**src/rtl/rtc_pkg.sv**
```systemverilog
// Shared widths, types and the multiply micro-program for the ray/triangle
// closest-hit block. No dependencies.
package rtc_pkg;

  localparam int CW    = 32;      // coordinate width, Q15.16
  localparam int DW    = 18;      // direction width, Q1.16
  localparam int EW    = CW + 1;  // edge and origin offset width
  localparam int HW    = 52;      // d x e2
  localparam int QW    = 67;      // s x e1
  localparam int PW    = 87;      // det, un, vn
  localparam int TW    = 102;     // tn
  localparam int AW    = 68;      // wide multiplier operand
  localparam int DIG   = 11;      // digit of the narrow operand
  localparam int NDIG  = 3;
  localparam int BW    = DIG * NDIG;
  localparam int PRODW = AW + DIG + 1;
  localparam int ACCW  = 104;
  localparam int OUT_W = 32;
  localparam int RW    = PW + 1;  // divider remainder
  localparam int NUM_OPS = 24;
  localparam int UPC_W   = 5;
  localparam int CFG_IDX_W = 8;
  localparam int TDATA_IN_W  = 320;
  localparam int TDATA_OUT_W = 64;

  localparam int FRAC_BITS_DEF    = 16;
  localparam int PARALLEL_EPS_DEF = 1;

  localparam logic [CFG_IDX_W-1:0] CFG_ORIGIN_X = 8'd0;
  localparam logic [CFG_IDX_W-1:0] CFG_ORIGIN_Y = 8'd1;
  localparam logic [CFG_IDX_W-1:0] CFG_ORIGIN_Z = 8'd2;
  localparam logic [CFG_IDX_W-1:0] CFG_DIR_X    = 8'd3;
  localparam logic [CFG_IDX_W-1:0] CFG_DIR_Y    = 8'd4;
  localparam logic [CFG_IDX_W-1:0] CFG_DIR_Z    = 8'd5;
  localparam logic [CFG_IDX_W-1:0] CFG_MAX_DIST = 8'd6;

  // one triangle after the front end: edges, origin offset and tags
  typedef struct packed {
    logic [2:0][EW-1:0] e1;
    logic [2:0][EW-1:0] e2;
    logic [2:0][EW-1:0] s;
    logic [OUT_W-1:0]   feature;
    logic               ok;
    logic               last;
  } tri_t;

  typedef enum logic [1:0] {A_E2, A_S, A_H, A_Q} asrc_t;
  typedef enum logic [1:0] {B_D, B_E1, B_S, B_E2} bsrc_t;
  typedef enum logic [2:0] {
    DST_NONE, DST_H, DST_Q, DST_DET, DST_UN, DST_VN, DST_TN
  } dst_t;

  typedef struct packed {
    asrc_t       asel;
    logic [1:0]  aidx;
    bsrc_t       bsel;
    logic [1:0]  bidx;
    logic        neg;
    logic        first;
    dst_t        dst;
    logic [1:0]  didx;
  } op_t;

  function automatic op_t mk(asrc_t as, logic [1:0] ai, bsrc_t bs, logic [1:0] bi,
                             logic ng, logic fs, dst_t ds, logic [1:0] di);
    op_t o;
    o.asel  = as;
    o.aidx  = ai;
    o.bsel  = bs;
    o.bidx  = bi;
    o.neg   = ng;
    o.first = fs;
    o.dst   = ds;
    o.didx  = di;
    return o;
  endfunction

  // h = d x e2, q = s x e1, then det = h.e1, un = h.s, vn = q.d, tn = q.e2
  function automatic op_t uop(logic [UPC_W-1:0] idx);
    op_t o;
    case (idx)
      5'd0:  o = mk(A_E2, 2'd2, B_D,  2'd1, 1'b0, 1'b1, DST_NONE, 2'd0);
      5'd1:  o = mk(A_E2, 2'd1, B_D,  2'd2, 1'b1, 1'b0, DST_H,    2'd0);
      5'd2:  o = mk(A_E2, 2'd0, B_D,  2'd2, 1'b0, 1'b1, DST_NONE, 2'd0);
      5'd3:  o = mk(A_E2, 2'd2, B_D,  2'd0, 1'b1, 1'b0, DST_H,    2'd1);
      5'd4:  o = mk(A_E2, 2'd1, B_D,  2'd0, 1'b0, 1'b1, DST_NONE, 2'd0);
      5'd5:  o = mk(A_E2, 2'd0, B_D,  2'd1, 1'b1, 1'b0, DST_H,    2'd2);
      5'd6:  o = mk(A_S,  2'd1, B_E1, 2'd2, 1'b0, 1'b1, DST_NONE, 2'd0);
      5'd7:  o = mk(A_S,  2'd2, B_E1, 2'd1, 1'b1, 1'b0, DST_Q,    2'd0);
      5'd8:  o = mk(A_S,  2'd2, B_E1, 2'd0, 1'b0, 1'b1, DST_NONE, 2'd0);
      5'd9:  o = mk(A_S,  2'd0, B_E1, 2'd2, 1'b1, 1'b0, DST_Q,    2'd1);
      5'd10: o = mk(A_S,  2'd0, B_E1, 2'd1, 1'b0, 1'b1, DST_NONE, 2'd0);
      5'd11: o = mk(A_S,  2'd1, B_E1, 2'd0, 1'b1, 1'b0, DST_Q,    2'd2);
      5'd12: o = mk(A_H,  2'd0, B_E1, 2'd0, 1'b0, 1'b1, DST_NONE, 2'd0);
      5'd13: o = mk(A_H,  2'd1, B_E1, 2'd1, 1'b0, 1'b0, DST_NONE, 2'd0);
      5'd14: o = mk(A_H,  2'd2, B_E1, 2'd2, 1'b0, 1'b0, DST_DET,  2'd0);
      5'd15: o = mk(A_H,  2'd0, B_S,  2'd0, 1'b0, 1'b1, DST_NONE, 2'd0);
      5'd16: o = mk(A_H,  2'd1, B_S,  2'd1, 1'b0, 1'b0, DST_NONE, 2'd0);
      5'd17: o = mk(A_H,  2'd2, B_S,  2'd2, 1'b0, 1'b0, DST_UN,   2'd0);
      5'd18: o = mk(A_Q,  2'd0, B_D,  2'd0, 1'b0, 1'b1, DST_NONE, 2'd0);
      5'd19: o = mk(A_Q,  2'd1, B_D,  2'd1, 1'b0, 1'b0, DST_NONE, 2'd0);
      5'd20: o = mk(A_Q,  2'd2, B_D,  2'd2, 1'b0, 1'b0, DST_VN,   2'd0);
      5'd21: o = mk(A_Q,  2'd0, B_E2, 2'd0, 1'b0, 1'b1, DST_NONE, 2'd0);
      5'd22: o = mk(A_Q,  2'd1, B_E2, 2'd1, 1'b0, 1'b0, DST_NONE, 2'd0);
      5'd23: o = mk(A_Q,  2'd2, B_E2, 2'd2, 1'b0, 1'b0, DST_TN,   2'd0);
      default: o = mk(A_E2, 2'd0, B_D, 2'd0, 1'b0, 1'b1, DST_NONE, 2'd0);
    endcase
    return o;
  endfunction

endpackage

```
**src/rtl/rtc_front.sv**
```systemverilog
// Front end: accepts triangle items and forms the edges and origin offset.
// Depends on rtc_pkg.
module rtc_front (
  input  logic                                   in_valid,
  output logic                                   in_ready,
  input  logic [rtc_pkg::TDATA_IN_W-1:0]         in_data,
  input  logic                                   in_ok,
  input  logic                                   in_last,
  input  logic signed [rtc_pkg::CW-1:0]          origin [3],
  input  logic                                   q_full,
  output logic                                   push,
  output rtc_pkg::tri_t                          wdata
);

  localparam int CW = rtc_pkg::CW;
  localparam int EW = rtc_pkg::EW;

  logic signed [EW-1:0] va [3];
  logic signed [EW-1:0] vb [3];
  logic signed [EW-1:0] vc [3];

  always_comb begin
    for (int i = 0; i < 3; i++) begin
      va[i] = EW'($signed(in_data[i*CW +: CW]));
      vb[i] = EW'($signed(in_data[(3+i)*CW +: CW]));
      vc[i] = EW'($signed(in_data[(6+i)*CW +: CW]));
      wdata.e1[i] = vb[i] - va[i];
      wdata.e2[i] = vc[i] - va[i];
      wdata.s[i]  = EW'(origin[i]) - va[i];
    end
    wdata.feature = in_data[9*CW +: CW];
    wdata.ok      = in_ok;
    wdata.last    = in_last;
  end

  assign in_ready = !q_full;
  assign push     = in_valid && !q_full;

endmodule

```
**config.mk**
```make
export PLATFORM = sky130hd
export DESIGN_NAME = rtc_front
export DESIGN_NICKNAME = d
export VERILOG_FILES = /design/src/rtl/rtc_pkg.sv /design/src/rtl/rtc_front.sv
export SDC_FILE = /design/constraint.sdc
export NUM_CORES = 1
export LEC_CHECK = 0
export BUFFER_PORTS_ARGS = -buffer_cell sky130_fd_sc_hd__buf_4
export CAP_MARGIN = 20
export CELL_PAD_IN_SITES_DETAIL_PLACEMENT = 2
export CELL_PAD_IN_SITES_GLOBAL_PLACEMENT = 2
export CORE_AREA = 2 2 296 298
export DETAILED_ROUTE_END_ITERATION = 8
export DIE_AREA = 0 0 298 300
export PLACE_DENSITY = 0.65
export SETUP_SLACK_MARGIN = 0.3
export SLEW_MARGIN = 25
export SYNTH_ARGS = -nofsm -noshare
export SYNTH_HDL_FRONTEND = slang
export SYNTH_SLANG_ARGS = --single-unit
```
**constraint.sdc**
```tcl
create_clock -name vclk -period 4.2
set_input_delay 0.63 -clock vclk [all_inputs]
set_output_delay 0.63 -clock vclk [all_outputs]
set_load 0.02 [all_outputs]
```
-- Yosys cells after proc, flatten, opt, wreduce, memory -nomap -nowiden
Index checks and enable logic that the tools add are counted.
W data, S select, Z words.
- flip-flop bits (word level): 0
- word-level logic and storage cells: 11
- input port bits: 420
- output and inout bits: 333
- add/subtract/negate cells: 9
- reduce and logical (&&, ||, !) cells: 2
- operators with widths (operator ; count):
    $sub A32 B32 Y33 ; 9
    $logic_and A1 B1 Y1 ; 1
    $logic_not A1 Y1 ; 1

-- Logic depth before layout (Yosys ltp)
Gate-level depths: netlist (run 1).
- word-level depth: 2
- gate-level depth with buffers: 13
- gate-level depth less buffers: 13

-- Least setup slack after synthesis (run 1)
No wires, ideal clock.
- path kind: input to output
- start point: in in_data[192] (netlist name)
- end point: out wdata[163] (netlist name)
- path buffers: 0
- arrival: 3.212 ns
- stages: 13
- setup slack: 0.358 ns
- required time: 3.570 ns
- path through: inv_1 ha_1 fa_1 nor2b_1 o21ai_1 a21boi_1 o221a_2 nor2_1 o221ai_1 a21boi_1 nor4bb_1 o41a_1 xor2_1
- RTL lines (item ; line ; RTL):
    start, declared ; rtc_front.sv:6 ; input logic [rtc_pkg::TDATA_IN_W-1:0] in_data,
    end, declared ; rtc_front.sv:12 ; output rtc_pkg::tri_t wdata

==> impl_metrics.toml, run 1 <==
[outcome]
status = "complete, no violations"

[die]
die_y_um = 300
design.core.area_mm2 = 0.08621
die_width_um = 298
rows = 108
start_util_pct = 16.65
io-pin-count = 753
die-area_mm2 = 0.08940

[timing]
fmax_ghz = 0.2418
rsz0062_at_grt = "true"
finalHoldViolations = 0
final.min_clock_period_ps = 4135
drv_slew = 0
whs_ps = 1260
setup_slack_ps = 64.90
worstMarginPinSlew_ps = 678.9
slew_headroom_pct = 54.74
fin_crit_sh_pct = 98.45
fin_tns_setup_ps = 0
finalSetupViolations = 0

[placed_design]
placed_cells = 4114
place_area_mm2 = 0.02261
dp_slack_ps = -222.2
dp_hpwl_um = 81280
port_buffers = 685
gp_congestion = 0.9284

[synth]
synth.distinct_cells = 82
synth_adder_area_share_pct = 26.36
synth-xor-area-share_pct = 15.07
synth_fp_nets = 2778
postSynthAreaPerCell_um2 = 6.966
synthMuxAreaShare_pct = 0.1394
yosysSeqAreaShare_pct = 0
ys_warn_count = 0
synth_top_family_by_area = "compound AO/OA/AOI/OAI gates"
synth_area_mm2 = 0.01436
synth_simple_gate_area_share_pct = 18.69
syn_inst = 2061
synth_compound_area_share_pct = 32.12

[pwr]
p_leak_nw = 12.78
p_per_area_mw_per_mm2 = 227.9
total_power_mw = 5.976
peakVddDrop_mv = 0.1024

[final_layout]
fin_area_mm2 = 0.02622
layout.clock_buffers = 0
ff_latch_area_um2 = 0
utilization_pct = 30.41
fillers = 10010
num-nets-final = 3790
drive_above_1_share_pct = 46.79
seq_cell_count = 0
syn_to_final_growth_pct = 82.65
fin_cells = 4238
mostFrequentLayoutCell = "buf_4"
layout_common_cells = "buf_4 (992), ha_1 (227), inv_1 (168)"

[detailed_routing]
antenna_left = 0
dr.pass1.iters = 5
drcViolationCount = 0
drt_iter0_markers = 500
wl_met1_um = 36370
dr_wl_met2_um = 50390
drt_wl_total_um = 96650
wl_per_cell_um = 22.80
highest-signal-layer = "met5"
viasPerCell = 4.693
wl_met3_um = 6362
via_count = 19890

[grt]
grt_max_degree = 11
grt_pass1_wl_um = 134400
grt_use_total_pct = 19.41
antenna_found_initial = 19
grt.overflow.total = 0
grt_pass1_vias = 21500

[worst_setup_path]
arrival_ps = 3510
crit_type = "in -> out"
end_kind = "output port"
start_kind = "input pin"
cp_max_fo = 3
critical_path.startpoint = "in_data[37]"
cp.required_ps = 3570

[flow_run]
maxCapViolCount = 0

[hold_path]
hp-start = "in_data[299]"
hp-class = "in -> out"

[clock_tree]
ctsHoldBuffers = 0
-- synth_stat cells (all sizes together), types with 18 or more instances --
library cell	n	area [µm²]
xor2	80	700.7
and3	24	150.1
nand4	25	156.4
clkbuf	18	67.56
a31oi	33	212.7
ha	288	3603
a21oi	205	1037
o21a	58	435.4
a21o	107	803.3
buf	36	267.8
nand2	140	525.5
inv	202	758.2
nor2b	35	219.0
o21ai	138	694.4
nand3	46	230.2
nand2b	36	225.2
nor2	164	615.6
nor3	31	160.1
xnor2	167	1463
o21bai	23	172.7
-- cell type report --
class / count / area [µm²] / area share (%)
multi-input cells: 1805 / 15630 / 59.60
repair buffers: 1064 / 8293 / 31.63
well taps: 1155 / 1445 / 5.511
inverters: 202 / 824.5 / 3.145
diodes: 12 / 30.03 / 0.1145
-- metal layers --
layer / track usage [%] / up-vias
met4: 4.116 / 16
met1: 21.23 / 9691
met3: 4.979 / 161
met2: 37.30 / 560
met5: 0 / -
li1: - / 9460
-- worst max-delay path: stages --
cell	delay, ps
buf_4	110
inv_1	240
ha_1	340
a21boi_2	210
a41oi_2	310
o221ai_2	200
or4_4	470
a31oi_4	190
buf_4	150
o21a_1	160
buf_4	130
xnor2_1	160
buf_4	210
-- kinds of logic (layout without fill, tap and decap cells) --
family          count (synthesis)  in the layout
compound gates                704            704
simple gates                  555            555
buf+inv                       256           1266
other cells                     0             12
fa+ha+maj                     297            297
xor+xnor                      247            247
mux                             2              2
-- worst paths after layout --
path                         end  slack [ps]  cells past startpoint
worst min-delay path   wdata[13]        1260                      0
worst max-delay path  wdata[193]          60                     13
-- report_power, final --
part / total (mW) / switching, mW / internal [mW]
registers: 0 / 0 / 0
logic: 5.98 / 3.31 / 2.67
clock network: 0.000000384 / 0 / 0.000000384
-- what timing repair did --
action | 4_1_cts | 5_1_grt
setup endpoints to repair | 121 | 104
resized for setup | 313 | 277
buffers inserted | 51 | 61
pin swaps | 167 | 200
Note: power is estimated with default switching activity, not from simulation.
==> inputs of run 2 (changes only) <==
--- a/config.mk
+++ b/config.mk
@@ -5,14 +5,15 @@
 export SDC_FILE = /design/constraint.sdc
 export NUM_CORES = 1
 export LEC_CHECK = 0
+export ABC_AREA = 1
 export BUFFER_PORTS_ARGS = -buffer_cell sky130_fd_sc_hd__buf_4
 export CAP_MARGIN = 20
 export CELL_PAD_IN_SITES_DETAIL_PLACEMENT = 2
 export CELL_PAD_IN_SITES_GLOBAL_PLACEMENT = 2
-export CORE_AREA = 2 2 296 298
+export CORE_MARGIN = 2
+export CORE_UTILIZATION = 24
 export DETAILED_ROUTE_END_ITERATION = 8
-export DIE_AREA = 0 0 298 300
-export PLACE_DENSITY = 0.65
+export PLACE_DENSITY = 0.87
 export SETUP_SLACK_MARGIN = 0.3
 export SLEW_MARGIN = 25
 export SYNTH_ARGS = -nofsm -noshare
==> run 2 against run 1 <==
  * Final area up 11%
  * Largest cell class unchanged
  * Synthesized cell count grew 140%
  * Largest power group unchanged
  * First-iteration DRC count is 130% higher
  * Combinational power shrank 3.8%
==> impl_metrics.toml, run 2 <==
[hold_path]
hp-start = "in_data[298]"
min_path_cells = 0
hold_end = "wdata[12]"
hp-class = "in -> out"

[placed_design]
gp_congestion = 0.9628
port_buffers = 685
dp_hpwl_um = 124400
dp_slack_ps = 829.9

[worst_setup_path]
slowest_stage = "xor2_1"
critical_path.cell_chain = "buf_4 > ha_1 > fa_1 > inv_1 > nand2_1 > nand2_1 > nand3_1 > nand2_2 > nand2_1 > nand2_2 > xor2_1 > buf_4"
arrival_ps = 2810
crit_top_cell = "nand2_1"
cp.required_ps = 3570
end_kind = "output port"
cp_max_fo = 3
crit_type = "in -> out"
cp.depth = 12
path_buf_inv = 3
cp_top_family = "adder cells"
slowest_delay_ps = 430
start_kind = "input pin"

[grt]
grt.overflow.total = 0
grt_pass1_wl_um = 200900
grt_util_met1_pct = 30.64
grt_max_degree = 8
antenna_found_initial = 19
grt_use_total_pct = 26.31
grt_use_met2_pct = 48.89
grt_use_met3_pct = 3.793
grt.busiest_layer = "met2"
grt_pass1_vias = 34600

[timing]
fmax_ghz = 0.2906
whs_ps = 1260
finalHoldViolations = 0
fin_tns_setup_ps = 0
drv_slew = 0
final.min_clock_period_ps = 3442
rsz0062_at_grt = "false"
slew_headroom_pct = 67.90
fin_crit_sh_pct = 81.95
worstMarginPinSlew_ps = 479.8
finalSetupViolations = 0
setup_slack_ps = 758.3

[synth]
synth_most_common_cell = "nand2_1"
synth_common_cells = "nand2_1 (2237), inv_1 (1241), nor2_1 (370)"
synth_top_cell_area_share_pct = 36.95
synth_top_cell_by_area = "nand2_1"
synth_area_leaders = "nand2_1 (37%), inv_1 (20%), ha_1 (16%)"
synth_top_family_by_area = "simple AND/OR/NAND/NOR gates"
synth-xor-area-share_pct = 5.203
synth_area_mm2 = 0.02272
synth_fp_nets = 5587
ys_warn_count = 0
syn_inst = 4870
synth_compound_area_share_pct = 4.790
synth_simple_gate_area_share_pct = 51.53
synth_adder_area_share_pct = 16.65
yosysSeqAreaShare_pct = 0
synth.distinct_cells = 20
postSynthAreaPerCell_um2 = 4.666
synthMuxAreaShare_pct = 0

[clock_tree]
post_cts_resized = 0
ctsHoldBuffers = 0
postCtsSetupBuffers = 0

[pwr]
total_power_mw = 5.746
power_frac_seq_pct = 0
p_int_mw = 1.989
p_per_area_mw_per_mm2 = 197.0
p_switching_mw = 3.757
switching_share_pct = 65.39
pwr-share-comb_pct = 100.0
p_leak_nw = 20.44
power_frac_clock_pct = 0
peakVddDrop_mv = 0.09811

[final_layout]
syn_to_final_growth_pct = 28.35
mostFrequentLayoutCell = "nand2_1"
layout.clock_buffers = 0
num-nets-final = 6234
drive_above_1_share_pct = 13.69
layout_common_cells = "nand2_1 (2237), inv_1 (1241), buf_4 (685)"
seq_cell_count = 0
fillers = 12730
ff_latch_area_um2 = 0

[die]
io-pin-count = 753
rows = 112
die-area_mm2 = 0.09716
die_width_um = 311.7
design.core.area_mm2 = 0.09361
start_util_pct = 24.27
die_y_um = 311.7

[detailed_routing]
drcViolationCount = 0
antenna_left = 0
drt_iter0_markers = 1126
wl_per_cell_um = 19.61
drt_wl_total_um = 133000
via_count = 31560
viasPerCell = 4.654
dr.pass1.iters = 4

[outcome]
status = "complete, no violations"

[flow_run]
maxCapViolCount = 0
[run 2: cell types whose count changed in the layout (fill, tap and decap cells not counted), moves of 134 or more]
cell,change
nand2_1,+2100
xnor2_1,-134
buf_4,-307
inv_1,+1073
nand3_1,+159
nor2_1,+224
[run 2: through the flow]
stage                     cells  util (%)  area [µm²]
after floorplan            4870         -       22720
after global placement     6769     31.12       29130
after detailed placement   6769     31.12       29130
after CTS                  6769     31.12       29130
after global routing       6778     31.15       29160
final                      6781     31.16       29160
[run 2: per-layer routing]
| layer | part of all wire [%] | up-vias |
|---|---|---|
| met1 | 42 | 15210 |
| met5 | 0.065 | - |
| li1 | - | 15530 |
| met3 | 4.2 | 194 |
| met2 | 50 | 608 |
| met4 | 3.8 | 12 |
[run 2: cells by family (layout without fill, tap and decap cells)]
family          after synthesis  count (layout)
buf+inv                    1281            1926
other cells                   0              12
fa+ha+maj                   297             297
simple gates               2953            2953
xor+xnor                    135             135
compound gates              204             204
[run 2: cell type report]
class / instances / area, µm² / area share (%)
inverter: 1241 / 4658 / 15.97
antenna: 12 / 30.03 / 0.1030
tap: 1254 / 1569 / 5.380
timing repair buffer: 685 / 5142 / 17.63
multi-input combinational: 3589 / 17760 / 60.91
[run 2: worst max path at each step]
stage	from	to	slack, ps
floorplan	origin[0]	wdata[116]	1470
global placement	in_data[32]	wdata[277]	890
detailed placement	in_data[32]	wdata[277]	830
CTS	in_data[32]	wdata[277]	820
global route	in_data[32]	wdata[194]	690
finish	in_data[32]	wdata[277]	760
[run 2: power by group through the flow]
stage	registers, mW	logic (mW)	clock network [mW]
5_1_grt	0	6.25	0.000000287
4_1_cts	0	5.77	0
2_1_floorplan	0	3.25	0
3_3_place_gp	0	5.56	0
6_report	0	5.75	0.000000384
3_5_place_dp	0	5.74	0
==> inputs of run 3 (changes only) <==
--- a/config.mk
+++ b/config.mk
@@ -5,15 +5,15 @@
 export SDC_FILE = /design/constraint.sdc
 export NUM_CORES = 1
 export LEC_CHECK = 0
-export ABC_AREA = 1
+export ABC_AREA = 0
 export BUFFER_PORTS_ARGS = -buffer_cell sky130_fd_sc_hd__buf_4
 export CAP_MARGIN = 20
 export CELL_PAD_IN_SITES_DETAIL_PLACEMENT = 2
 export CELL_PAD_IN_SITES_GLOBAL_PLACEMENT = 2
-export CORE_MARGIN = 2
-export CORE_UTILIZATION = 24
+export CORE_AREA = 2 2 296 298
 export DETAILED_ROUTE_END_ITERATION = 8
-export PLACE_DENSITY = 0.87
+export DIE_AREA = 0 0 298 300
+export PLACE_DENSITY = 0.65
 export SETUP_SLACK_MARGIN = 0.3
 export SLEW_MARGIN = 25
 export SYNTH_ARGS = -nofsm -noshare
==> constraint.sdc (replaced) <==
create_clock -name vclk -period 3.25
set_input_delay 0.4875 -clock vclk [all_inputs]
set_output_delay 0.4875 -clock vclk [all_outputs]
set_load 0.02 [all_outputs]
==> run 3 against run 2 <==
  * Global-route usage is 5.2 points lower
  * Hold slack lost 290 ps
  * The flow now finishes with violations (negative setup slack)
  * Combinational power rose by 64%
  * Critical endpoint is now wdata[294]
  * Critical path type unchanged
==> impl_metrics.toml, run 3 (same netlist as run 1, synthesis figures left out) <==
[timing]
setup_slack_ps = -640.7
fmax_ghz = 0.2570
finalSetupViolations = 167
worstMarginPinSlew_ps = 664.9
finalHoldViolations = 0
whs_ps = 975.0
fin_crit_sh_pct = 119.7
final.min_clock_period_ps = 3891
slew_headroom_pct = 55.51
drv_slew = 0
rsz0062_at_grt = "true"

[die]
die_width_um = 298
design.core.area_mm2 = 0.08621
io-pin-count = 753
start_util_pct = 16.65
rows = 108
die_y_um = 300
die-area_mm2 = 0.08940

[detailed_routing]
dr.pass1.iters = 4
drt_iter0_markers = 565
wl_per_cell_um = 23.55
via_count = 21870
drcViolationCount = 0
antenna_left = 0
drt_wl_total_um = 109000
viasPerCell = 4.723

[hold_path]
hp-class = "in -> out"

[grt]
grt_pass1_vias = 24880
grt.overflow.total = 0
grt_max_degree = 10
grt_use_total_pct = 21.11
grt_pass1_wl_um = 148400
antenna_found_initial = 18

[final_layout]
syn_to_final_growth_pct = 125.8
mostFrequentLayoutCell = "buf_4"
drive_above_1_share_pct = 59.98
num-nets-final = 4172
layout_common_cells = "buf_4 (1177), buf_6 (250), ha_1 (204)"
fillers = 9735
fin_area_mm2 = 0.03242
ff_latch_area_um2 = 0
layout.clock_buffers = 0
seq_cell_count = 0

[worst_setup_path]
cp_max_fo = 3
start_kind = "input pin"
arrival_ps = 3400
cp.required_ps = 2760
end_kind = "output port"
crit_type = "in -> out"

[outcome]
status = "finished, violations left"
failed_checks = "negative setup slack"

[pwr]
peakVddDrop_mv = 0.1405
p_per_area_mw_per_mm2 = 290.8
p_leak_nw = 15.56

[flow_run]
maxCapViolCount = 0

[placed_design]
place_area_mm2 = 0.02667
gp_congestion = 0.8886
dp_hpwl_um = 83580
port_buffers = 685

[clock_tree]
ctsHoldBuffers = 0
[run 3: cell types whose count changed in the layout (fill, tap and decap cells not counted), sizes merged, moves of 37 or more]
cell | previous run | this run
a21o | 9 | 107
buf | 685 | 1446
inv | 1241 | 191
nand2 | 2289 | 140
nand3 | 210 | 46
nor2 | 373 | 164
o21a | 0 | 58
o21ai | 0 | 138
xnor2 | 18 | 167
xor2 | 117 | 80
[run 3: area by class of cell]
class / instances / area [µm²] / share of cell area (%)
inverters: 202 / 929.6 / 2.868
multi-input cells: 1805 / 18020 / 55.60
diodes: 21 / 52.55 / 0.1621
repair buffers: 1446 / 11970 / 36.91
well taps: 1155 / 1445 / 4.458
[run 3: where the power goes]
| part | switching [mW] | total [mW] | internal (mW) |
|---|---|---|---|
| logic | 4.93 | 9.43 | 4.50 |
| clock network | 0 | 0.000000867 | 0.000000867 |
| registers | 0 | 0 | 0 |
| total | 4.93 | 9.43 | 4.50 |
[run 3: worst paths after layout]
| path | cells after the start | endpoint | start |
|---|---|---|---|
| hold / removal | 0 | wdata[25] | in_data[311] |
| setup / recovery | 14 | wdata[294] | in_data[34] |
[run 3: repair_timing]
action / CTS / global route
hold endpoints to repair: 0 / 0
buffers inserted: 103 / 80
gates cloned: 0 / 0
gates resized for setup: 573 / 291
pin swaps: 256 / 236
setup endpoints to repair: 210 / 226
[run 3: per-stage QoR]
| stage | setup WS [ps] | power, mW | cells | setup TNS [ps] | util, % |
|---|---|---|---|---|---|
| detailed placement | -955.8 | 7.627 | 4425 | -56480 | 30.94 |
| finish | -640.7 | 9.426 | 4629 | -49740 | 37.60 |
| global placement | -824.3 | 7.415 | 4425 | -46490 | 30.94 |
| CTS | -532.6 | 8.633 | 4528 | -36300 | 35.16 |
| floorplan | -111.0 | 3.998 | 2061 | -679.8 | - |
| global route | -736.2 | 9.933 | 4626 | -65120 | 37.59 |
[run 3: critical path, cell delays in order]
cell,delay [ps]
buf_8,70
clkinvlp_4,190
ha_4,350
o21a_1,110
o31a_1,240
nor4_4,80
o31ai_4,290
a32oi_2,190
a2111o_1,450
nand3_4,150
a21oi_4,80
o31ai_4,250
xor2_1,250
buf_4,200
[run 3: layer usage]
| layer | global-route usage, % | share of wire [%] | up-vias |
|---|---|---|---|
| met2 | 40.99 | 54 | 571 |
| met1 | 22.10 | 36 | 10870 |
| met5 | 0 | 0.0083 | - |
| met4 | 9.596 | 5.5 | 2 |
| li1 | - | - | 10200 |
| met3 | 3.382 | 4.0 | 217 |
