<file path="config.mk">
export PLATFORM = sky130hd
export DESIGN_NAME = rtc_queue
export DESIGN_NICKNAME = d
export VERILOG_FILES = /design/src/rtl/rtc_pkg.sv /design/src/rtl/rtc_queue.sv
export SDC_FILE = /design/constraint.sdc
export NUM_CORES = 1
export LEC_CHECK = 0
export BUFFER_PORTS_ARGS = -buffer_cell sky130_fd_sc_hd__buf_2
export CORE_MARGIN = 2
export CORE_UTILIZATION = 30
export DETAILED_ROUTE_END_ITERATION = 7
export SETUP_SLACK_MARGIN = 0.4
export SLEW_MARGIN = 20
export SYNTH_ARGS = -nofsm -noshare
export SYNTH_HDL_FRONTEND = slang
export SYNTH_SLANG_ARGS = --single-unit
</file>
<file path="constraint.sdc">
create_clock -name clk -period 23.2 [get_ports clk]
set_input_delay 2.32 -clock clk [delete_from_list [all_inputs] [get_ports clk]]
set_output_delay 2.32 -clock clk [all_outputs]
set_load 0.005 [all_outputs]
</file>
<file path="src/rtl/rtc_pkg.sv">
// Shared widths, types and the multiply micro-program for the ray/triangle
// closest-hit block. No dependencies.
package rtc_pkg;

  localparam int CW    = 32;      // coordinate width, Q15.16
  localparam int DW    = 18;      // direction width, Q1.16
  localparam int EW    = CW + 1;  // edge and origin offset width
  localparam int HW    = 52;      // d x e2
  localparam int QW    = 67;      // s x e1
  localparam int PW    = 87;      // det, un, vn
  localparam int TW    = 102;     // tn
  localparam int AW    = 68;      // wide multiplier operand
  localparam int DIG   = 11;      // digit of the narrow operand
  localparam int NDIG  = 3;
  localparam int BW    = DIG * NDIG;
  localparam int PRODW = AW + DIG + 1;
  localparam int ACCW  = 104;
  localparam int OUT_W = 32;
  localparam int RW    = PW + 1;  // divider remainder
  localparam int NUM_OPS = 24;
  localparam int UPC_W   = 5;
  localparam int CFG_IDX_W = 8;
  localparam int TDATA_IN_W  = 320;
  localparam int TDATA_OUT_W = 64;

  localparam int FRAC_BITS_DEF    = 16;
  localparam int PARALLEL_EPS_DEF = 1;

  localparam logic [CFG_IDX_W-1:0] CFG_ORIGIN_X = 8'd0;
  localparam logic [CFG_IDX_W-1:0] CFG_ORIGIN_Y = 8'd1;
  localparam logic [CFG_IDX_W-1:0] CFG_ORIGIN_Z = 8'd2;
  localparam logic [CFG_IDX_W-1:0] CFG_DIR_X    = 8'd3;
  localparam logic [CFG_IDX_W-1:0] CFG_DIR_Y    = 8'd4;
  localparam logic [CFG_IDX_W-1:0] CFG_DIR_Z    = 8'd5;
  localparam logic [CFG_IDX_W-1:0] CFG_MAX_DIST = 8'd6;

  // one triangle after the front end: edges, origin offset and tags
  typedef struct packed {
    logic [2:0][EW-1:0] e1;
    logic [2:0][EW-1:0] e2;
    logic [2:0][EW-1:0] s;
    logic [OUT_W-1:0]   feature;
    logic               ok;
    logic               last;
  } tri_t;

  typedef enum logic [1:0] {A_E2, A_S, A_H, A_Q} asrc_t;
  typedef enum logic [1:0] {B_D, B_E1, B_S, B_E2} bsrc_t;
  typedef enum logic [2:0] {
    DST_NONE, DST_H, DST_Q, DST_DET, DST_UN, DST_VN, DST_TN
  } dst_t;

  typedef struct packed {
    asrc_t       asel;
    logic [1:0]  aidx;
    bsrc_t       bsel;
    logic [1:0]  bidx;
    logic        neg;
    logic        first;
    dst_t        dst;
    logic [1:0]  didx;
  } op_t;

  function automatic op_t mk(asrc_t as, logic [1:0] ai, bsrc_t bs, logic [1:0] bi,
                             logic ng, logic fs, dst_t ds, logic [1:0] di);
    op_t o;
    o.asel  = as;
    o.aidx  = ai;
    o.bsel  = bs;
    o.bidx  = bi;
    o.neg   = ng;
    o.first = fs;
    o.dst   = ds;
    o.didx  = di;
    return o;
  endfunction

  // h = d x e2, q = s x e1, then det = h.e1, un = h.s, vn = q.d, tn = q.e2
  function automatic op_t uop(logic [UPC_W-1:0] idx);
    op_t o;
    case (idx)
      5'd0:  o = mk(A_E2, 2'd2, B_D,  2'd1, 1'b0, 1'b1, DST_NONE, 2'd0);
      5'd1:  o = mk(A_E2, 2'd1, B_D,  2'd2, 1'b1, 1'b0, DST_H,    2'd0);
      5'd2:  o = mk(A_E2, 2'd0, B_D,  2'd2, 1'b0, 1'b1, DST_NONE, 2'd0);
      5'd3:  o = mk(A_E2, 2'd2, B_D,  2'd0, 1'b1, 1'b0, DST_H,    2'd1);
      5'd4:  o = mk(A_E2, 2'd1, B_D,  2'd0, 1'b0, 1'b1, DST_NONE, 2'd0);
      5'd5:  o = mk(A_E2, 2'd0, B_D,  2'd1, 1'b1, 1'b0, DST_H,    2'd2);
      5'd6:  o = mk(A_S,  2'd1, B_E1, 2'd2, 1'b0, 1'b1, DST_NONE, 2'd0);
      5'd7:  o = mk(A_S,  2'd2, B_E1, 2'd1, 1'b1, 1'b0, DST_Q,    2'd0);
      5'd8:  o = mk(A_S,  2'd2, B_E1, 2'd0, 1'b0, 1'b1, DST_NONE, 2'd0);
      5'd9:  o = mk(A_S,  2'd0, B_E1, 2'd2, 1'b1, 1'b0, DST_Q,    2'd1);
      5'd10: o = mk(A_S,  2'd0, B_E1, 2'd1, 1'b0, 1'b1, DST_NONE, 2'd0);
      5'd11: o = mk(A_S,  2'd1, B_E1, 2'd0, 1'b1, 1'b0, DST_Q,    2'd2);
      5'd12: o = mk(A_H,  2'd0, B_E1, 2'd0, 1'b0, 1'b1, DST_NONE, 2'd0);
      5'd13: o = mk(A_H,  2'd1, B_E1, 2'd1, 1'b0, 1'b0, DST_NONE, 2'd0);
      5'd14: o = mk(A_H,  2'd2, B_E1, 2'd2, 1'b0, 1'b0, DST_DET,  2'd0);
      5'd15: o = mk(A_H,  2'd0, B_S,  2'd0, 1'b0, 1'b1, DST_NONE, 2'd0);
      5'd16: o = mk(A_H,  2'd1, B_S,  2'd1, 1'b0, 1'b0, DST_NONE, 2'd0);
      5'd17: o = mk(A_H,  2'd2, B_S,  2'd2, 1'b0, 1'b0, DST_UN,   2'd0);
      5'd18: o = mk(A_Q,  2'd0, B_D,  2'd0, 1'b0, 1'b1, DST_NONE, 2'd0);
      5'd19: o = mk(A_Q,  2'd1, B_D,  2'd1, 1'b0, 1'b0, DST_NONE, 2'd0);
      5'd20: o = mk(A_Q,  2'd2, B_D,  2'd2, 1'b0, 1'b0, DST_VN,   2'd0);
      5'd21: o = mk(A_Q,  2'd0, B_E2, 2'd0, 1'b0, 1'b1, DST_NONE, 2'd0);
      5'd22: o = mk(A_Q,  2'd1, B_E2, 2'd1, 1'b0, 1'b0, DST_NONE, 2'd0);
      5'd23: o = mk(A_Q,  2'd2, B_E2, 2'd2, 1'b0, 1'b0, DST_TN,   2'd0);
      default: o = mk(A_E2, 2'd0, B_D, 2'd0, 1'b0, 1'b1, DST_NONE, 2'd0);
    endcase
    return o;
  endfunction

endpackage

</file>
<file path="src/rtl/rtc_queue.sv">
// Two-entry queue between the front end and the intersection engine.
// Depends on rtc_pkg.
module rtc_queue (
  input  logic          clk,
  input  logic          rst,
  input  logic          push,
  input  rtc_pkg::tri_t wdata,
  output logic          full,
  input  logic          pop,
  output logic          valid,
  output rtc_pkg::tri_t rdata
);

  rtc_pkg::tri_t mem [2];
  logic          wp;
  logic          rp;
  logic [1:0]    cnt;

  always_ff @(posedge clk) begin
    if (rst) begin
      wp  <= 1'b0;
      rp  <= 1'b0;
      cnt <= 2'd0;
    end else begin
      if (push) wp <= ~wp;
      if (pop) rp <= ~rp;
      case ({push, pop})
        2'b10:   cnt <= cnt + 2'd1;
        2'b01:   cnt <= cnt - 2'd1;
        default: cnt <= cnt;
      endcase
    end
  end

  always_ff @(posedge clk) begin
    if (push) mem[wp] <= wdata;
  end

  assign full  = (cnt == 2'd2);
  assign valid = (cnt != 2'd0);
  assign rdata = mem[rp];

  a_no_overflow: assert property (@(posedge clk) disable iff (rst)
    full |-> !push) else $error("queue written while full");
  a_no_underflow: assert property (@(posedge clk) disable iff (rst)
    !valid |-> !pop) else $error("queue read while empty");
  a_count: assert property (@(posedge clk) disable iff (rst)
    (push && !pop && !full) |=> valid) else $error("queue lost an item");

endmodule

</file>
; ---- Yosys cells after proc, flatten, opt, wreduce, memory -nomap -nowiden
; Memories as Yosys holds them, arrays and structs flattened. A register that Yosys moved wholly into a read port is not among the register bits.
; Cells that the tools add are included.
[totals]
rom_bits = 0
elab_cells = 18
ram_bits = 662
out_inout_bits = 333
in_bits = 335
latchBits = 0
regBits = 4
mem_count = 1
[op_classes]
magnitude_cmp = 0
n_shift = 0
mul = 0
eq_ne = 3
n_reduce_logical = 2
div = 0
bitwise = 2
n_addsub = 2
n_mux = 5
[memory_table]
columns = memory, words, width, read_ports, rd_clocked_by_memory_dff, write_ports, line
row1 = mem, 2, 331, 1, 1, 1, rtc_queue.sv:14  ; rtc_pkg::tri_t mem [2];
[op_table]
columns = operator, n
row1 = $eq A2 B2 Y1 const B, 2
row2 = $mux W1, 4
row3 = $pmux W2 S2, 1
row4 = $reduce_bool A2 Y1, 2
row5 = $add A2 B1 Y2 const B, 1
row6 = $eq A2 B1 Y1 const B, 1
row7 = $not A1 Y1, 2
row8 = $sub A2 B1 Y2 const B, 1

; ---- Longest topological paths before layout
; Gate-level depths: netlist of run 1.
[depth]
ltp_word = 3
depth_mapped = 5
ltp_nobuf = 5

; ---- Worst setup path after synthesis of run 1
; Ideal clock, no wire load.
[synth_timing]
kind = in2reg
start = input port push
end = memory mem[0][0] in the netlist's numbering, enable pin
setup_time_ns = 1.040
stages = 2
slack_ns = 5.931
required_time_ns = 22.160
arrival_ns = 16.228
path_buffers = 0
path_cell_list = inv_1 > nor2_1
[synth_between]
elab_chain_cells = 2
[synth_rtl]
columns = item, line
row1 = "start, declared", rtc_queue.sv:6  ; input logic push,
row2 = $mux W1, rtc_queue.sv:36  ; if (push) mem[wp] <= wdata;
row3 = $mux W1 (not written as such), rtc_queue.sv:36
row4 = "end, declared", rtc_queue.sv:14
; No other way between the ends.

==> impl_metrics.py, run 1 <==
metrics = {
    "outcome": {
        "outcome": "finished, final reports clean",
    },
    "synthesis": {
        "synth_edf_count": 662,
        "ys_types": 18,
        "synth.top_cell.area_share": 0.816,
        "synth_area_um2": 24300,
        "synth-adder-area-share": 0.000514,
        "synth_compound_gate_area_share": 0.000411,
        "synth_seq_cells": 667,
        "synthTopCellsByArea": "edfxtp_1 82%, mux2_2 13%, mux2_4 2.5%, buf_6 1.5%, mux2_1 0.74%",
        "synth_top_cell_by_area": "edfxtp_1",
        "synth_top_family_by_area": "multiplexers",
        "avgSynthCellArea_um2": 23.1,
        "yosys.area_share.xor_xnor": 0.00144,
        "synthMuxAreaShare": 0.159,
        "ys.flop_type": "edfxtp_1",
        "synth_common_cells": "662 x edfxtp_1, 275 x mux2_2, 40 x mux2_4, 32 x buf_6, 16 x mux2_1",
        "syn_nets": 1388,
        "ys_seq_area_frac": 0.821,
        "yosysWarnings": 0,
        "synth_most_common_cell": "edfxtp_1",
        "synthSimpleGateAreaFrac": 0.00180,
        "synthCells": 1052,
        "async_reset_ff_frac": 0,
    },
    "detailed_routing": {
        "drtPass1Iterations": 4,
        "wl_um": 55600,
        "vias": 12400,
        "drcViolationCount": 0,
        "vias_per_cell": 4.30,
        "ant_nets": 0,
        "wl_per_cell_um": 19.2,
        "drt_iter0_drc": 676,
    },
    "floorplan": {
        "dieArea_um2": 83500,
        "num_rows": 104,
        "start_util": 0.303,
        "fp.dieW_um": 289,
        "ios": 668,
        "fp.dieH_um": 289,
        "core-area_um2": 80400,
    },
    "sta": {
        "relSlewSlack": 0.264,
        "hold_viol": 0,
        "skew_ps": 23.1,
        "fmax_ghz": 0.141,
        "setup_tns_ps": 0,
        "postLayoutSetupSlackWorst_ps": 16100,
        "tightest_slew_ps": 1100,
        "setup_viol": 0,
        "fin_crit_ps": 7100,
        "min_period_over_period": 0.306,
        "finalMaxSlewViolations": 0,
        "rsz0062_at_grt": "no",
    },
    "layout": {
        "fillers": 7408,
        "area_growth_pct": 27.5,
        "drive_gt1_frac": 0.601,
        "fin_nets": 2105,
        "instances_no_fill": 2894,
    },
    "worst_hold_path": {
        "hp-class": "flip-flop to flip-flop",
        "hp-start": "cnt[1]",
    },
    "cts": {
        "cts_buffer_depth": 3,
        "post_cts_resize_count": 0,
        "clk_pin_slew_ps": 50,
        "root_buffer": "clkbuf_16",
        "clk_latency_ps": 600,
        "htree_levels": 3,
        "cts_hold_buffers": 0,
        "post_cts_buffers": 0,
        "cts_tree": "yes",
        "cts_sinks": 667,
        "numCtsBuffers": 73,
    },
    "worst_setup_path": {
        "crit_path_frequent_cell": "buf_4",
        "reg2reg_from": "wp",
        "cp-start-kind": "flip-flop",
        "cp_data_required_time_ps": 20880,
        "crit_path_top_delay_cell": "dfxtp_4",
        "cp.arrival_ps": 4780,
        "path_cells": "buf_4 > buf_4 > buf_4 > mux2_2 > buf_2",
        "cp_slowest_stage_delay_ps": 930,
        "crit_path_max_fanout": 69,
        "end_kind": "primary output",
        "path_class": "flip-flop to primary output",
    },
    "placement": {
        "hpwl_um": 38400,
        "dp_cells": 2754,
        "place_congestion": 0.808,
        "pre_cts_ws_ps": 16640,
        "io_buffer_count": 667,
    },
    "power_and_ir_drop": {
        "ir_drop_mv": 0.0629,
        "p_leak_nw": 11.5,
        "power_density_nw_per_um2": 89.8,
    },
    "global_routing": {
        "grt_pass1_wl_um": 77600,
        "grt_pass1_vias": 13000,
        "grt-ovfl-total": 0,
        "grt_use_total": 0.123,
        "grt_max_degree": 159,
        "antenna_found_initial": 13,
    },
    "run": {
        "max_cap_violations": 0,
    },
}
kinds of logic after synthesis:
kind of cell	count (synthesis)
flip-flops	667
multiplexers	331
AO/OA/AOI/OAI	2
buffers and inverters	38
XOR/XNOR	4
adder cells (fa/ha/maj)	1
AND/OR/NAND/NOR	9
cell usage in the layout (no fill, tap or decap):
| master | instances |
|---|---|
| inv_1 | 1 |
| mux2_2 | 275 |
| mux2_1 | 16 |
| dfxtp_4 | 1 |
| buf_12 | 1 |
| mux2_4 | 40 |
| diode_2 | 11 |
| clkinv_1 | 16 |
| clkinv_2 | 10 |
| buf_4 | 11 |
| o21ai_0 | 1 |
| nor2_4 | 1 |
| or2_2 | 1 |
| clkinv_4 | 1 |
| and2_4 | 1 |
| buf_2 | 667 |
| dfxtp_1 | 4 |
| ha_1 | 1 |
| nor2_1 | 4 |
| xnor2_1 | 3 |
| inv_6 | 3 |
| clkinvlp_4 | 1 |
| xor2_1 | 1 |
| clkinv_8 | 2 |
| a21oi_1 | 1 |
| bufinv_16 | 4 |
| clkbuf_1 | 16 |
| or3_1 | 1 |
| nor2b_1 | 1 |
| clkbuf_16 | 75 |
| inv_16 | 1 |
| edfxtp_1 | 662 |
state kept, by name, summed over array words and instances, names as in the netlist, named ones only:
signal	flops
mem	662
wp	1
rp	1
cnt	2
metrics by stage:
stage | area [um2] | power (W) | utilization | hold WS [ps]
after floorplan | 24300 | 0.00162 | - | 456
after global placement | 28700 | 0.00172 | 0.357 | 476
after detailed placement | 28700 | 0.00173 | 0.357 | 503
after CTS | 31000 | 0.00283 | 0.386 | 513
after global routing | 31000 | 0.00290 | 0.386 | 562
final | 31000 | 0.00279 | 0.386 | 510
per-layer routing:
metal / GRT usage / share of wire
met2: 0.221 / 0.52
met5: 0 / 0.00049
met4: 0.0537 / 0.035
met1: 0.132 / 0.36
met3: 0.0391 / 0.075
power by group:
group	leakage [nW]	switching [W]	internal [W]
clock network	1.11	0.000454	0.000639
registers	6.26	0.0000202	0.00141
logic	4.13	0.000134	0.000131
critical path, delay by kind of cell, from the launching register on:
| family | cells | cell delay (ps) |
|---|---|---|
| DFF | 1 | 930 |
| muxes | 1 | 430 |
| buffers and inverters | 4 | 2560 |
final timing paths:
path                       to  slack, ps  cells after the start
setup / recovery   rdata[188]      16100                      5
hold / removal         cnt[1]        510                      2
setup reg to reg  mem[0][306]      19510                      4
hold reg to reg        cnt[1]        510                      2
area by class of cell:
cell class | count | area, um2 | share of cell area
Sequential cell | 667 | 20000 | 0.644
Multi-Input combinational cell | 347 | 3990 | 0.129
Timing Repair Buffer | 679 | 3440 | 0.111
Clock buffer | 91 | 1940 | 0.0624
Tap cell | 1060 | 1330 | 0.0427
Clock inverter | 38 | 325 | 0.0105
Antenna cell | 11 | 27.5 | 0.000887
Inverter | 1 | 3.75 | 0.000121
No activity file was read; power rests on OpenSTA's default activity.
==> run 2: changes to the inputs <==
- clock period: 23.2 -> 6.43 ns (I/O delays scaled with it)
==> run 2 against run 1 <==
Sequential power increased to 3.6 times the previous value. Sequential cell count unchanged. Count of clock-buffer cells in the layout fell by 4. Die area unchanged. Total power grew to 3.7 times the previous value. Worst hold slack got worse by 300 ps. Highest routed layer unchanged.
==> impl_metrics.py, run 2 (same netlist as run 1, synthesis figures left out) <==
metrics = {
    "outcome": {
        "outcome": "finished, final reports clean",
    },
    "sta": {
        "fin_crit_ps": 3430,
        "finalMaxSlewViolations": 0,
        "setup_tns_ps": 0,
        "postLayoutSetupSlackWorst_ps": 3000,
        "skew_ps": 36.4,
        "min_period_over_period": 0.533,
        "rsz0062_at_grt": "no",
        "setup_viol": 0,
        "relSlewSlack": 0.188,
        "fmax_ghz": 0.292,
        "holdWs_ps": 213,
        "tightest_slew_ps": 1220,
        "hold_viol": 0,
    },
    "worst_setup_path": {
        "path_class": "flip-flop to primary output",
        "cp-start-kind": "flip-flop",
        "crit_path_max_fanout": 143,
        "path_cells": "buf_12 > mux2_2 > buf_2",
        "end_kind": "primary output",
        "reg2reg_from": "wp",
        "crit_path_top_delay_cell": "dfxtp_4",
        "cp_slowest_stage_delay_ps": 640,
        "cp.arrival_ps": 2790,
        "cp_data_required_time_ps": 5790,
        "regToRegSetupSlack_ps": 4090,
        "crit-reg2reg-capture": "mem[0][257]",
        "reg2reg_depth": 2,
    },
    "layout": {
        "largest_reg_flops": 662,
        "top_regs": "mem: 662 flops, cnt: 2 flops",
        "area_growth_pct": 28.1,
        "regMostFlops": "mem",
        "fin_nets": 2100,
        "final_common_cell": "buf_2",
        "final_area_um2": 31200,
        "drive_gt1_frac": 0.601,
        "mostFrequentLayoutCells": "667 x buf_2, 662 x edfxtp_1, 275 x mux2_2, 76 x clkbuf_16, 40 x mux2_4",
    },
    "cts": {
        "cts_buffer_depth": 3,
        "root_buffer": "clkbuf_16",
        "clk_latency_ps": 610,
        "post_cts_resize_count": 0,
        "clk_pin_slew_ps": 60,
        "cts_hold_buffers": 0,
        "post_cts_buffers": 0,
        "cts_tree": "yes",
        "numCtsBuffers": 74,
        "cts_sinks": 667,
        "htree_levels": 3,
    },
    "detailed_routing": {
        "ant_nets": 0,
        "drtPass1Iterations": 7,
        "wl_um": 56600,
        "drt_iter0_drc": 592,
        "vias": 12500,
        "drcViolationCount": 0,
        "wl_per_cell_um": 19.6,
        "vias_per_cell": 4.32,
    },
    "power_and_ir_drop": {
        "finalPower_w": 0.0103,
        "internal-power_w": 0.00799,
        "power_switching_w": 0.00227,
        "combPwrFrac": 0.095,
        "swShare": 0.221,
        "seq_power_share": 0.502,
        "power_density_nw_per_um2": 329,
        "p_leak_nw": 11.5,
        "ir_drop_mv": 0.175,
        "pwr-share-clk": 0.403,
    },
    "global_routing": {
        "grt-ovfl-total": 0,
        "antenna_found_initial": 13,
        "grt_max_degree": 159,
        "grt_pass1_wl_um": 79700,
        "grt_pass1_vias": 13300,
        "grt_use_total": 0.127,
    },
    "placement": {
        "io_buffer_count": 667,
        "place_congestion": 0.798,
        "pre_cts_ws_ps": 3680,
        "hpwl_um": 38200,
        "placed_area_um2": 28800,
    },
    "floorplan": {
        "fp.dieH_um": 289,
        "num_rows": 104,
        "start_util": 0.303,
        "dieArea_um2": 83500,
        "ios": 668,
        "fp.dieW_um": 289,
        "core-area_um2": 80400,
    },
    "worst_hold_path": {
        "hold_path_end": "mem[1][150]",
        "hp-start": "wdata[150]",
        "hp-class": "input pin to flip-flop",
        "holdPathStages": 1,
    },
    "run": {
        "max_cap_violations": 0,
    },
}
run 2: changes by cell type in the layout (fill, tap and decap cells not counted), moves of 2 or more:
cell	before	now
buf_12	1	6
buf_4	11	0
bufinv_16	4	6
clkbuf_1	16	11
clkinv_1	16	18
clkinv_16	0	3
run 2: cell type report:
class | count | area, um2
antenna | 11 | 27.5
clock buffer | 87 | 1940
clock inverter | 44 | 458
fill | 7462 | 49200
inverter | 1 | 3.75
multi-input combinational | 347 | 3990
sequential | 667 | 20000
tap | 1060 | 1330
timing repair buffer | 673 | 3460
run 2: worst max-delay path: cells and delay by family (launching register included):
family / cells / cell delay, ps
buffers and inverters: 2 / 610
DFF: 1 / 640
muxes: 1 / 470
run 2: per-layer routing:
metal	wire, um	global-route usage	part of all wire	vias up
li1	-	-	-	5664
met1	20600	0.136	0.36	6268
met2	30100	0.230	0.53	423
met3	3850	0.0354	0.068	121
met4	2020	0.0610	0.036	4
met5	32	0	0.00057	-
run 2: worst max-delay path by stage:
stage,endpoint,slack [ps],depth (start not counted)
global placement,mem[0][275],3720,4
finish,rdata[297],3000,3
CTS,rdata[139],3000,3
global route,rdata[297],2890,3
floorplan,mem[0][0],430,2
detailed placement,mem[0][312],3680,4
run 2: power groups by stage:
stage | Combinational [W] | Sequential (W) | Clock, W
2_1_floorplan | 0.000526 | 0.00525 | 0
3_3_place_gp | 0.000970 | 0.00523 | 0
3_5_place_dp | 0.000986 | 0.00525 | 0
4_1_cts | 0.000992 | 0.00516 | 0.00428
5_1_grt | 0.00105 | 0.00517 | 0.00444
6_report | 0.000971 | 0.00515 | 0.00414
run 2: metrics by stage:
step / utilization / cells
after floorplan: - / 1052
after global placement: 0.358 / 2748
final: 0.388 / 2890
after global routing: 0.388 / 2887
after detailed placement: 0.358 / 2748
after CTS: 0.387 / 2879
==> run 3: changes to the inputs <==
- ABC_AREA: not set -> 1
- clock period: 6.43 -> 3.1 ns (I/O delays scaled with it)
==> run 3 against run 2 <==
Final cell count increased by 15%. Via count grew 12%. First-iteration DRC count is 5.6% higher. Worst setup slack lost 2400 ps. Non-clock buffer count grew 367. Global-route usage rose by 0.48 points. Worst hold slack lost 140 ps. Critical path depth increased by 1. Area after synthesis is 4.5% higher. Sequential share of layout area is 8.4 points lower. Highest routed layer unchanged.
==> impl_metrics.py, run 3 <==
metrics = {
    "detailed_routing": {
        "ant_nets": 0,
        "drtPass1Iterations": 7,
        "wl_um": 60600,
        "drt_iter0_drc": 625,
        "drcViolationCount": 0,
        "vias": 13900,
        "wl_per_cell_um": 18.2,
        "vias_per_cell": 4.18,
    },
    "layout": {
        "mostFrequentLayoutCells": "667 x buf_2, 662 x edfxtp_1, 334 x dlygate4sd3_1, 290 x mux2_4, 77 x clkbuf_16",
        "top_regs": "mem: 662 flops, cnt: 2 flops",
        "fin_nets": 2479,
        "regMostFlops": "mem",
        "instances_no_fill": 3334,
        "final_area_um2": 35900,
        "final_util": 0.428,
        "final_common_cell": "buf_2",
        "largest_reg_flops": 662,
        "area_growth_pct": 41.2,
        "regArea_um2": 20000,
        "fillers": 7388,
        "multiInputGateArea_um2": 4920,
        "drive_gt1_frac": 0.518,
    },
    "worst_setup_path": {
        "end_kind": "primary output",
        "reg2reg_from": "wp",
        "path_cells": "buf_12 > buf_12 > mux2_4 > buf_2",
        "crit_path_max_fanout": 42,
        "path_class": "flip-flop to primary output",
        "cp.arrival_ps": 2220,
        "cp_slowest_stage_delay_ps": 480,
        "cp_top_family": "buffers and inverters",
        "crit_path_frequent_cell": "buf_12",
        "cp.buffers_inverters": 3,
        "crit_path_top_delay_cell": "dfxtp_4",
        "cp-start-kind": "flip-flop",
        "cp_data_required_time_ps": 2790,
    },
    "floorplan": {
        "num_rows": 106,
        "dieArea_um2": 87200,
        "ios": 668,
        "core-area_um2": 83800,
        "fp.dieH_um": 295,
        "start_util": 0.304,
        "fp.dieW_um": 295,
    },
    "global_routing": {
        "grt_pass1_vias": 15200,
        "grt_max_degree": 89,
        "grt_use_total": 0.132,
        "grtUsageMet2": 0.241,
        "antenna_found_initial": 5,
        "grt_pass1_wl_um": 87400,
        "grt_use_met3": 0.0457,
        "busiest_layer": "met2",
        "grt-ovfl-total": 0,
        "grt.met1_usage": 0.137,
    },
    "synthesis": {
        "synthTopCellsByArea": "edfxtp_1 78%, mux2_4 17%, mux2_2 1.8%, buf_8 1.8%, dfxtp_1 0.39%",
        "synth_most_common_cell": "edfxtp_1",
        "synth_seq_cells": 667,
        "ys_types": 17,
        "yosysWarnings": 0,
        "synth_edf_count": 662,
        "syn_nets": 1399,
        "avgSynthCellArea_um2": 23.9,
        "synth_top_cell_by_area": "edfxtp_1",
        "ys.flop_type": "edfxtp_1",
        "synth_area_um2": 25400,
        "async_reset_ff_frac": 0,
        "synthCells": 1063,
        "synth_common_cells": "662 x edfxtp_1, 290 x mux2_4, 41 x mux2_2, 30 x buf_8, 9 x nor2_1",
        "synth.top_cell.area_share": 0.781,
        "ys_seq_area_frac": 0.785,
    },
    "cts": {
        "clk_latency_ps": 600,
        "root_buffer": "clkbuf_16",
        "cts_sinks": 667,
        "numCtsBuffers": 75,
        "post_cts_resize_count": 0,
        "clk_pin_slew_ps": 60,
        "cts_tree": "yes",
        "htree_levels": 3,
        "cts_buffer_depth": 3,
    },
    "placement": {
        "place_congestion": 0.798,
        "dp_cells": 2865,
        "hpwl_um": 40900,
        "io_buffer_count": 667,
        "placed_area_um2": 30200,
        "pre_cts_ws_ps": 1080,
    },
    "worst_hold_path": {
        "hp-start": "push",
        "hp-class": "input pin to flip-flop",
    },
    "power_and_ir_drop": {
        "ir_drop_mv": 0.479,
        "p_leak_nw": 14.1,
        "power_density_nw_per_um2": 605,
    },
    "sta": {
        "setup_viol": 0,
        "tightest_slew_ps": 598,
        "rsz0062_at_grt": "no",
        "skew_ps": 25.0,
        "fmax_ghz": 0.395,
        "relSlewSlack": 0.601,
        "min_period_over_period": 0.816,
        "finalMaxSlewViolations": 0,
        "fin_crit_ps": 2530,
        "postLayoutSetupSlackWorst_ps": 571,
        "hold_viol": 0,
    },
    "run": {
        "max_cap_violations": 0,
    },
    "outcome": {
        "outcome": "finished, final reports clean",
    },
}
[run 3: cell types whose count changed after synthesis, moves of 2 or more]
cell / previous run / this run
buf_12: 0 / 2
buf_6: 32 / 1
buf_8: 0 / 30
inv_1: 1 / 7
mux2_1: 16 / 0
mux2_2: 275 / 41
mux2_4: 40 / 290
nand2_1: 0 / 6
nor2_1: 5 / 9
xnor2_1: 3 / 1
[run 3: kinds of logic (layout without fill, tap and decap cells)]
kind of cell    after synthesis  after routing  synth area share
flops                       667            667             0.785
mux                         331            331             0.189
buf+inv                      44           1180            0.0215
simple gates                 17             17           0.00266
compound gates                2              2          0.000393
fa+ha+maj                     1              1          0.000492
xor+xnor                      1              1          0.000344
other cells                   0              1                 0
[run 3: through the flow]
step / power [W] / hold WS (ps) / TNS (ps)
after floorplan: 0.0121 / 382 / -1720900
after global placement: 0.0130 / 489 / 0
final: 0.0217 / 72.2 / 0
after detailed placement: 0.0131 / 501 / 0
after global routing: 0.0226 / 79.3 / 0
after CTS: 0.0221 / 7.74 / 0
[run 3: what timing repair did]
action | CTS | global route
endpoints found under the setup margin | 0 | 97
buffers inserted | 0 | 1
hold buffers | 334 | 0
endpoints found under the hold margin | 667 | 0
[run 3: path summary, 6_finish.rpt]
check / slack (ps) / to / cells after the start
worst min-delay path: 70 / wp / 3
worst max register to register: 1400 / mem[0][221] / 3
worst min register to register: 510 / cnt[1] / 2
worst max-delay path: 570 / rdata[86] / 4
[run 3: power by group]
part / switching [W] / total [W] / internal, W
registers: 0.000126 / 0.0106 / 0.0105
clock network: 0.00347 / 0.00853 / 0.00507
logic: 0.00113 / 0.00262 / 0.00149
total: 0.00473 / 0.0217 / 0.0170
[run 3: cell type report]
type / count / area share
multi-input cells: 352 / 0.137
clock buffers: 97 / 0.0557
repair buffers: 1040 / 0.200
flip-flops and latches: 667 / 0.556
diodes: 1 / 0.0000697
inverters: 7 / 0.00118
well taps: 1134 / 0.0395
clock inverters: 36 / 0.0103
[run 3: routing by layer]
metal / up-vias / part of all wire
met1: 6867 / 0.36
li1: 6404 / -
met4: 8 / 0.033
met5: - / 0.00083
met3: 118 / 0.082
met2: 526 / 0.52
[run 3: tightest hold or removal path, stage by stage]
cell and delay, ps:
buf_2 160, nor2_1 100, nor3_1 60
